## config.mk

```make
export PLATFORM = sky130hd
export DESIGN_NAME = pattern_occurrence_counter
export DESIGN_NICKNAME = d
export VERILOG_FILES = /design/src/design/poc_pkg.sv /design/src/design/poc_matcher.sv /design/src/design/pattern_occurrence_counter.sv
export SDC_FILE = /design/constraint.sdc
export NUM_CORES = 1
export LEC_CHECK = 0
export ABC_AREA = 0
export BUFFER_PORTS_ARGS = -buffer_cell sky130_fd_sc_hd__buf_4
export CORE_MARGIN = 8
export CORE_UTILIZATION = 45
export CTS_CLUSTER_DIAMETER = 200
export CTS_CLUSTER_SIZE = 10
export DETAILED_ROUTE_END_ITERATION = 6
export PLACE_DENSITY = 0.7
export SYNTH_ARGS = -nofsm -noshare
export SYNTH_HDL_FRONTEND = slang
export SYNTH_SLANG_ARGS = --single-unit
```

## constraint.sdc

```tcl
create_clock -name clk -period 8 [get_ports clk]
set_clock_uncertainty 0.15 [all_clocks]
set_input_delay 0.4 -clock clk [delete_from_list [all_inputs] [get_ports clk]]
set_output_delay 0.4 -clock clk [all_outputs]
set_load 0.02 [all_outputs]
```

## src/design/poc_pkg.sv

```systemverilog
// Shared types, constants and a helper function for the pattern occurrence counter.
`default_nettype none

package poc_pkg;

  localparam int PAT_BYTES  = 16;
  localparam int LEN_CFG_W  = 5;
  localparam int CFG_DATA_W = 64;
  localparam int CFG_IDX_W  = 2;
  localparam int COUNT_W    = 16;

  localparam logic [COUNT_W-1:0] COUNT_MAX = 16'hFFFF;

  typedef logic [7:0] byte_t;

  typedef enum logic [CFG_IDX_W-1:0] {
    CFG_PATTERN_LOW  = 2'd0,
    CFG_PATTERN_HIGH = 2'd1,
    CFG_PATTERN_LEN  = 2'd2,
    CFG_FOLD_CASE    = 2'd3
  } cfg_idx_t;

  typedef struct packed {
    byte_t text_byte;
    logic  end_of_string;
  } in_t;

  typedef struct packed {
    logic               match_here;
    logic [COUNT_W-1:0] match_count;
    logic               string_done;
  } out_t;

  typedef struct packed {
    logic [PAT_BYTES-1:0][7:0] pattern;
    logic [LEN_CFG_W-1:0]      eff_len;
    logic                      fold;
  } match_cfg_t;

  function automatic byte_t fold_byte(byte_t c, logic en);
    byte_t r;
    r = c;
    if (en && (c >= 8'h41) && (c <= 8'h5A)) begin
      r = c + 8'h20;
    end
    return r;
  endfunction

endpackage

`default_nettype wire

```

## src/design/poc_matcher.sv

```systemverilog
// Parallel compare of the byte window against the configured pattern.
`default_nettype none

module poc_matcher #(
  parameter int MAX_PATTERN = 16
) (
  input  wire logic [MAX_PATTERN-1:0][7:0] window,
  input  wire poc_pkg::match_cfg_t         cfg,
  output logic                             hit
);
  import poc_pkg::*;

  always_comb begin
    logic [LEN_CFG_W-1:0] offs;
    byte_t                pbyte;
    hit   = 1'b1;
    offs  = '0;
    pbyte = '0;
    for (int k = 0; k < MAX_PATTERN; k++) begin
      if (LEN_CFG_W'(k) < cfg.eff_len) begin
        offs  = cfg.eff_len - LEN_CFG_W'(k) - LEN_CFG_W'(1);
        pbyte = cfg.pattern[offs[LEN_CFG_W-2:0]];
        if (fold_byte(window[k], cfg.fold) != fold_byte(pbyte, cfg.fold)) begin
          hit = 1'b0;
        end
      end
    end
  end

endmodule

`default_nettype wire

```

## src/design/pattern_occurrence_counter.sv

```systemverilog
// Top level of the pattern occurrence counter with its configuration registers.
//
// The block counts non-overlapping occurrences of a pattern of 1 to 16 bytes in a
// byte stream. Each input transaction carries one text byte and an end-of-string
// flag; each produces exactly one output transaction with a match flag, the
// running saturating count and an echo of the end-of-string flag.
// The whole window compare is combinational between the state registers and the
// output register, so the result appears in the cycle after the input transaction;
// a new byte is taken while in_stall is low: throughput is one byte per cycle.
// The output register is the only buffer; in_stall is raised only while it holds
// a result and the receiver stalls, and a stalled result holds its value.
// The user must write configuration through cfg_we, cfg_index and cfg_wdata while
// the block is idle, which it does not enforce; new values apply to the next byte.
// Reset clears the window, the byte count, the overlap blocker and the count, and
// returns the pattern registers to zero, the length to one and case folding off.
// An end-of-string byte clears the same state after its result is produced.
`default_nettype none

module pattern_occurrence_counter #(
  parameter int MAX_PATTERN = 16
) (
  input  wire logic                              clk,
  input  wire logic                              rst_n,
  input  wire logic                              in_valid,
  output logic                                   in_stall,
  input  wire poc_pkg::in_t                      in_data,
  output logic                                   out_valid,
  input  wire logic                              out_stall,
  output poc_pkg::out_t                          out_data,
  input  wire logic                              cfg_we,
  input  wire logic [poc_pkg::CFG_IDX_W-1:0]     cfg_index,
  input  wire logic [poc_pkg::CFG_DATA_W-1:0]    cfg_wdata
);
  import poc_pkg::*;

  localparam int SEEN_W = $clog2(MAX_PATTERN + 1);
  localparam int BLK_W  = (MAX_PATTERN > 1) ? $clog2(MAX_PATTERN) : 1;

  logic [CFG_DATA_W-1:0] pat_low_r;
  logic [CFG_DATA_W-1:0] pat_high_r;
  logic [LEN_CFG_W-1:0]  pat_len_r;
  logic                  fold_r;

  logic [MAX_PATTERN-1:0][7:0] win_r;
  logic [MAX_PATTERN-1:0][7:0] win_nxt;
  logic [SEEN_W-1:0]           seen_r;
  logic [SEEN_W-1:0]           seen_nxt;
  logic [BLK_W-1:0]            blk_r;
  logic [BLK_W-1:0]            blk_nxt;
  logic [COUNT_W-1:0]          total_r;
  logic [COUNT_W-1:0]          total_nxt;

  logic                        out_valid_r;
  out_t                        out_data_r;

  logic                        accept;
  logic                        raw_hit;
  logic                        hit;
  match_cfg_t                  mcfg;

  assign in_stall  = out_valid_r && out_stall;
  assign accept    = in_valid && !in_stall;
  assign out_valid = out_valid_r;
  assign out_data  = out_data_r;

  always_ff @(posedge clk) begin
    if (!rst_n) begin
      pat_low_r  <= '0;
      pat_high_r <= '0;
      pat_len_r  <= LEN_CFG_W'(1);
      fold_r     <= 1'b0;
    end else if (cfg_we) begin
      unique case (cfg_index)
        CFG_PATTERN_LOW:  pat_low_r  <= cfg_wdata;
        CFG_PATTERN_HIGH: pat_high_r <= cfg_wdata;
        CFG_PATTERN_LEN:  pat_len_r  <= cfg_wdata[LEN_CFG_W-1:0];
        CFG_FOLD_CASE:    fold_r     <= cfg_wdata[0];
        default: ;
      endcase
    end
  end

  always_comb begin
    mcfg.pattern = {pat_high_r, pat_low_r};
    mcfg.fold    = fold_r;
    priority if (pat_len_r == '0) begin
      mcfg.eff_len = LEN_CFG_W'(1);
    end else if (pat_len_r > LEN_CFG_W'(MAX_PATTERN)) begin
      mcfg.eff_len = LEN_CFG_W'(MAX_PATTERN);
    end else begin
      mcfg.eff_len = pat_len_r;
    end
  end

  always_comb begin
    win_nxt[0] = in_data.text_byte;
    for (int k = 1; k < MAX_PATTERN; k++) begin
      win_nxt[k] = win_r[k-1];
    end
    seen_nxt = (seen_r < SEEN_W'(MAX_PATTERN)) ? seen_r + SEEN_W'(1) : seen_r;
  end

  poc_matcher #(
    .MAX_PATTERN (MAX_PATTERN)
  ) u_matcher (
    .window (win_nxt),
    .cfg    (mcfg),
    .hit    (raw_hit)
  );

  always_comb begin
    hit = raw_hit && (blk_r == '0) && (LEN_CFG_W'(seen_nxt) >= mcfg.eff_len);
    if (hit) begin
      blk_nxt = BLK_W'(mcfg.eff_len - LEN_CFG_W'(1));
    end else if (blk_r != '0) begin
      blk_nxt = blk_r - BLK_W'(1);
    end else begin
      blk_nxt = blk_r;
    end
    total_nxt = (hit && (total_r != COUNT_MAX)) ? total_r + COUNT_W'(1) : total_r;
  end

  always_ff @(posedge clk) begin
    if (!rst_n) begin
      win_r       <= '0;
      seen_r      <= '0;
      blk_r       <= '0;
      total_r     <= '0;
      out_valid_r <= 1'b0;
    end else begin
      if (accept) begin
        out_valid_r <= 1'b1;
      end else if (!out_stall) begin
        out_valid_r <= 1'b0;
      end
      if (accept) begin
        if (in_data.end_of_string) begin
          win_r   <= '0;
          seen_r  <= '0;
          blk_r   <= '0;
          total_r <= '0;
        end else begin
          win_r   <= win_nxt;
          seen_r  <= seen_nxt;
          blk_r   <= blk_nxt;
          total_r <= total_nxt;
        end
      end
    end
  end

  always_ff @(posedge clk) begin
    if (accept) begin
      out_data_r.match_here  <= hit;
      out_data_r.match_count <= total_nxt;
      out_data_r.string_done <= in_data.end_of_string;
    end
  end

  // A byte taken while the blocker is active never reports a match.
  a_blocked_no_match: assert property (@(posedge clk) disable iff (!rst_n)
    (accept && (blk_r != '0)) |=> !out_data_r.match_here)
    else $error("match reported while overlap blocker active");

  // The end of a string leaves the count and byte tally cleared.
  a_eos_clears: assert property (@(posedge clk) disable iff (!rst_n)
    (accept && in_data.end_of_string) |=> ((total_r == '0) && (seen_r == '0)))
    else $error("state not cleared after end of string");

  // A reported match always comes with a nonzero count.
  a_match_count: assert property (@(posedge clk) disable iff (!rst_n)
    (out_valid_r && out_data_r.match_here) |-> (out_data_r.match_count != '0))
    else $error("match reported with zero count");

endmodule

`default_nettype wire
```

==> results by group <==
Outcome
  • Status: finished, violations left
  • Violated checks: design-rule violations

Yosys
  • Cells after synthesis: 3061
  • Count leader, synth: nand2_1
  • Post-synth top area share: 22.22%
  • Netlist Area Pre-Place: 25230 um^2
  • Post-synthesis register bit count: 298
  • Fraction of registers with async set/reset: 0%
  • Post-synthesis sequential area ratio: 24.36%
  • Largest area contributor in the netlist: dfxtp_1
  • Top_reg_cell synth: dfxtp_1
  • Syn nets: 3184
  • Mean Syn Cell Area: 8.242 um^2
  • Ys Warns: 0
  • Largest cells by area after synthesis: dfxtp_1, mux4_2, mux2i_1, a21oi_1, nand2_1
  • Number of synthesized flops with an enable pin: 18
  • Commonest cells in the netlist: nand2_1, a21oi_1, dfxtp_1, nor2_1, mux2i_1
  • Synth cell types: 95

Drt
  • Drc violations: 1
  • Via count: 26623
  • Initial DRT Pass Iterations: 7
  • First DRT Iteration DRCs: 3379
  • Routed WL: 119.1 mm
  • Final antenna-violating net count: 0
  • Routed len/inst: 30.89 um
  • Via/cell ratio: 6.903

Timing
  • Final Hold Fails: 0
  • Actual slew at the worst max-slew pin: 1.209 ns
  • Max Fclk: 0.1376 GHz
  • Final Setup Violations: 0
  • Hold slack: 0.02664 ns
  • Setup TNS Final: 0 ns
  • Final Critical Period: 7.270 ns
  • Fin crit share: 90.87%
  • Unrepaired setup endpoints after global routing: no
  • Slew HR: 18.69%
  • Final Max Slew Viols: 0

Placed design
  • Post-DP HPWL: 89.48 mm
  • Post-DP Area: 26630 um^2
  • # port buffers: 99
  • Final Wtd Congestion: 1.079

Power and ir drop
  • Max IR drop VDD: 0.1605 mV
  • Switching Share: 32.83%
  • Seq pwr share: 40.2%
  • Psw: 1.316 mW
  • PwrDens: 142.2 nW/um^2
  • Total leakage power: 11.19 nW
  • Internal Power: 2.692 mW
  • Total power: 4.008 mW
  • Clock Power Share: 36.6%
  • Gate power share: 23.2%

Global route
  • Tot GR Track Use: 35.95%
  • Grt ovf: 0
  • GR peak layer: met2
  • GR Util met3: 7.393%
  • Global-route wire length before repair: 171.5 mm
  • Largest net degree at the start of global routing: 113
  • Initial antenna violation count: 2
  • GRT met2 Usage: 54.79%
  • Number of global-route vias before repair: 24951
  • GRT met1 Usage: 46.15%

CTS
  • Post-cts hold buffer count: 59
  • Cts repair resizes: 0
  • Total CTS buffers: 35
  • CTS Sinks: 298
  • Clock-pin slew on the worst setup and hold paths: 0.06 ns
  • Setup Buffers After CTS: 0
  • CTS tree: done
  • Clk buf depth: 3
  • H-tree levels: 2
  • Clk root buf: clkbuf_16
  • Clk_lat worst skew: 0.56 ns

Final layout
  • FF/Latch Area: 6153 um^2
  • Fillcell total: 5260
  • Final instance area: 28190 um^2
  • Multi-input logic area: 17910 um^2
  • Fin util: 50.96%
  • Area growth, synth to finish: 11.72%
  • Final layout net count: 3223
  • Share of cells above drive strength 1: 14.41%

Hold path
  • Hold crit path type: in -> reg

Floorplanning
  • Die Wd: 252.8 um
  • Initial Util: 45.61%
  • IO Count: 100
  • Core area: 55310 um^2
  • Die area: 63900 um^2
  • Die height: 252.8 um
  • Row count: 86

Worst setup path
  • Critical path type: reg -> reg
  • CP max stage cell: o21a_1
  • Crit path top cell by count: or4_1
  • Startpoint types: register
  • CP peak stage delay: 0.86 ns
  • CP arrival: 7.60 ns
  • Crit path cell chain: buf_4 > and3b_1 > o21a_1 > o2111ai_1 > o211ai_1 > nand4_1 > a211oi_1 > nor3_1 > a2111o_1 > a2111oi_0 > buf_4 > o32ai_1 > or4_1 > or4_1 > or4_1 > a31oi_1
  • Max FO, Critical Path: 32
  • WP data required: 8.33 ns
  • Worst Setup End Kind: register

Job
  • Max_cap viols: 0
[worst max-delay path: cells and delay by family, from the launching register on]
family	cells	cell delay, ns
and+or+nand+nor	6	2.33
DFF	1	0.65
buffers and inverters	2	0.66
AOI/OAI and AO/OA	8	3.38
[registers in the layout (all words and copies together) (netlist names)]
register	cells
pat_low_r	64
fold_r	1
total_r	16
blk_r	4
pat_len_r	5
win_nxt	120
seen_r	5
out_data	18
out_valid	1
pat_high_r	64
[cell type report]
class	count	area share, %
clock inverter	2	0.08878
clock buffer	43	3.325
multi-input combinational	2464	63.53
tap	748	3.320
timing repair buffer	246	7.120
inverter	55	0.7724
antenna	1	0.008878
sequential	298	21.83
[worst paths after layout]
path | depth (start not counted) | slack, ns | endpoint | startpoint
min | 3 | 0.03 | pat_high_r[7] | cfg_wdata[7]
max reg2reg | 16 | 0.73 | total_r[12] | pat_len_r[1]
min reg2reg | 2 | 0.35 | seen_r[1] | seen_r[1]
max | 16 | 0.73 | total_r[12] | pat_len_r[1]
[cells by family after synthesis]
group,after synthesis,share of synthesized area (%)
XOR/XNOR,155,5.520
AND/OR/NAND/NOR,1089,21.04
adder cells (fa/ha/maj),44,2.172
AO/OA/AOI/OAI,791,20.15
flip-flops,298,24.36
multiplexers,385,21.85
buffers and inverters,299,4.910
[power by group through the flow]
| stage | combinational, mW | clock (mW) | sequential, mW |
|---|---|---|---|
| floorplan | 0.564 | 0 | 1.59 |
| global placement | 0.867 | 0 | 1.64 |
| detailed placement | 0.875 | 0 | 1.64 |
| CTS | 0.901 | 1.49 | 1.60 |
| global route | 0.971 | 1.54 | 1.61 |
| finish | 0.929 | 1.47 | 1.61 |
[cells in the final DEF (no fill, tap or decap), types with 19 or more instances in the layout]
cell type	instances
a211oi_1	27
dlygate4sd3_1	59
nand3_1	69
mux2i_1	220
nand2_1	372
and3_1	127
a21oi_1	325
clkbuf_16	36
o22ai_1	25
or2_2	20
nand4_1	24
nor2_1	235
buf_4	186
mux2_2	34
or3_1	39
o21ai_0	82
nor4b_1	19
o32ai_1	19
inv_1	45
xor2_1	74
a21o_1	26
o211ai_1	35
xnor2_1	77
nor3_1	71
dfxtp_1	276
a31oi_1	44
mux4_2	129
ha_1	42
or4_1	21
o221ai_1	20
o31ai_1	24
[metrics by stage]
| stage | std cells | worst slack (ns) |
|---|---|---|
| CTS | 3856 | 0.8764 |
| detailed placement | 3752 | 0.9175 |
| global placement | 3752 | 1.018 |
| finish | 3857 | 0.7303 |
| global route | 3856 | 0.6049 |
| floorplan | 3061 | 0.9845 |
[routing by layer]
metal  part of all wire [%]  up-vias
met5                 0.0092        -
met4                    7.5        2
met3                    9.6      353
met2                     43     1585
met1                     40    13126
li1                       -    11557
Power figures use the tool's default switching activity.
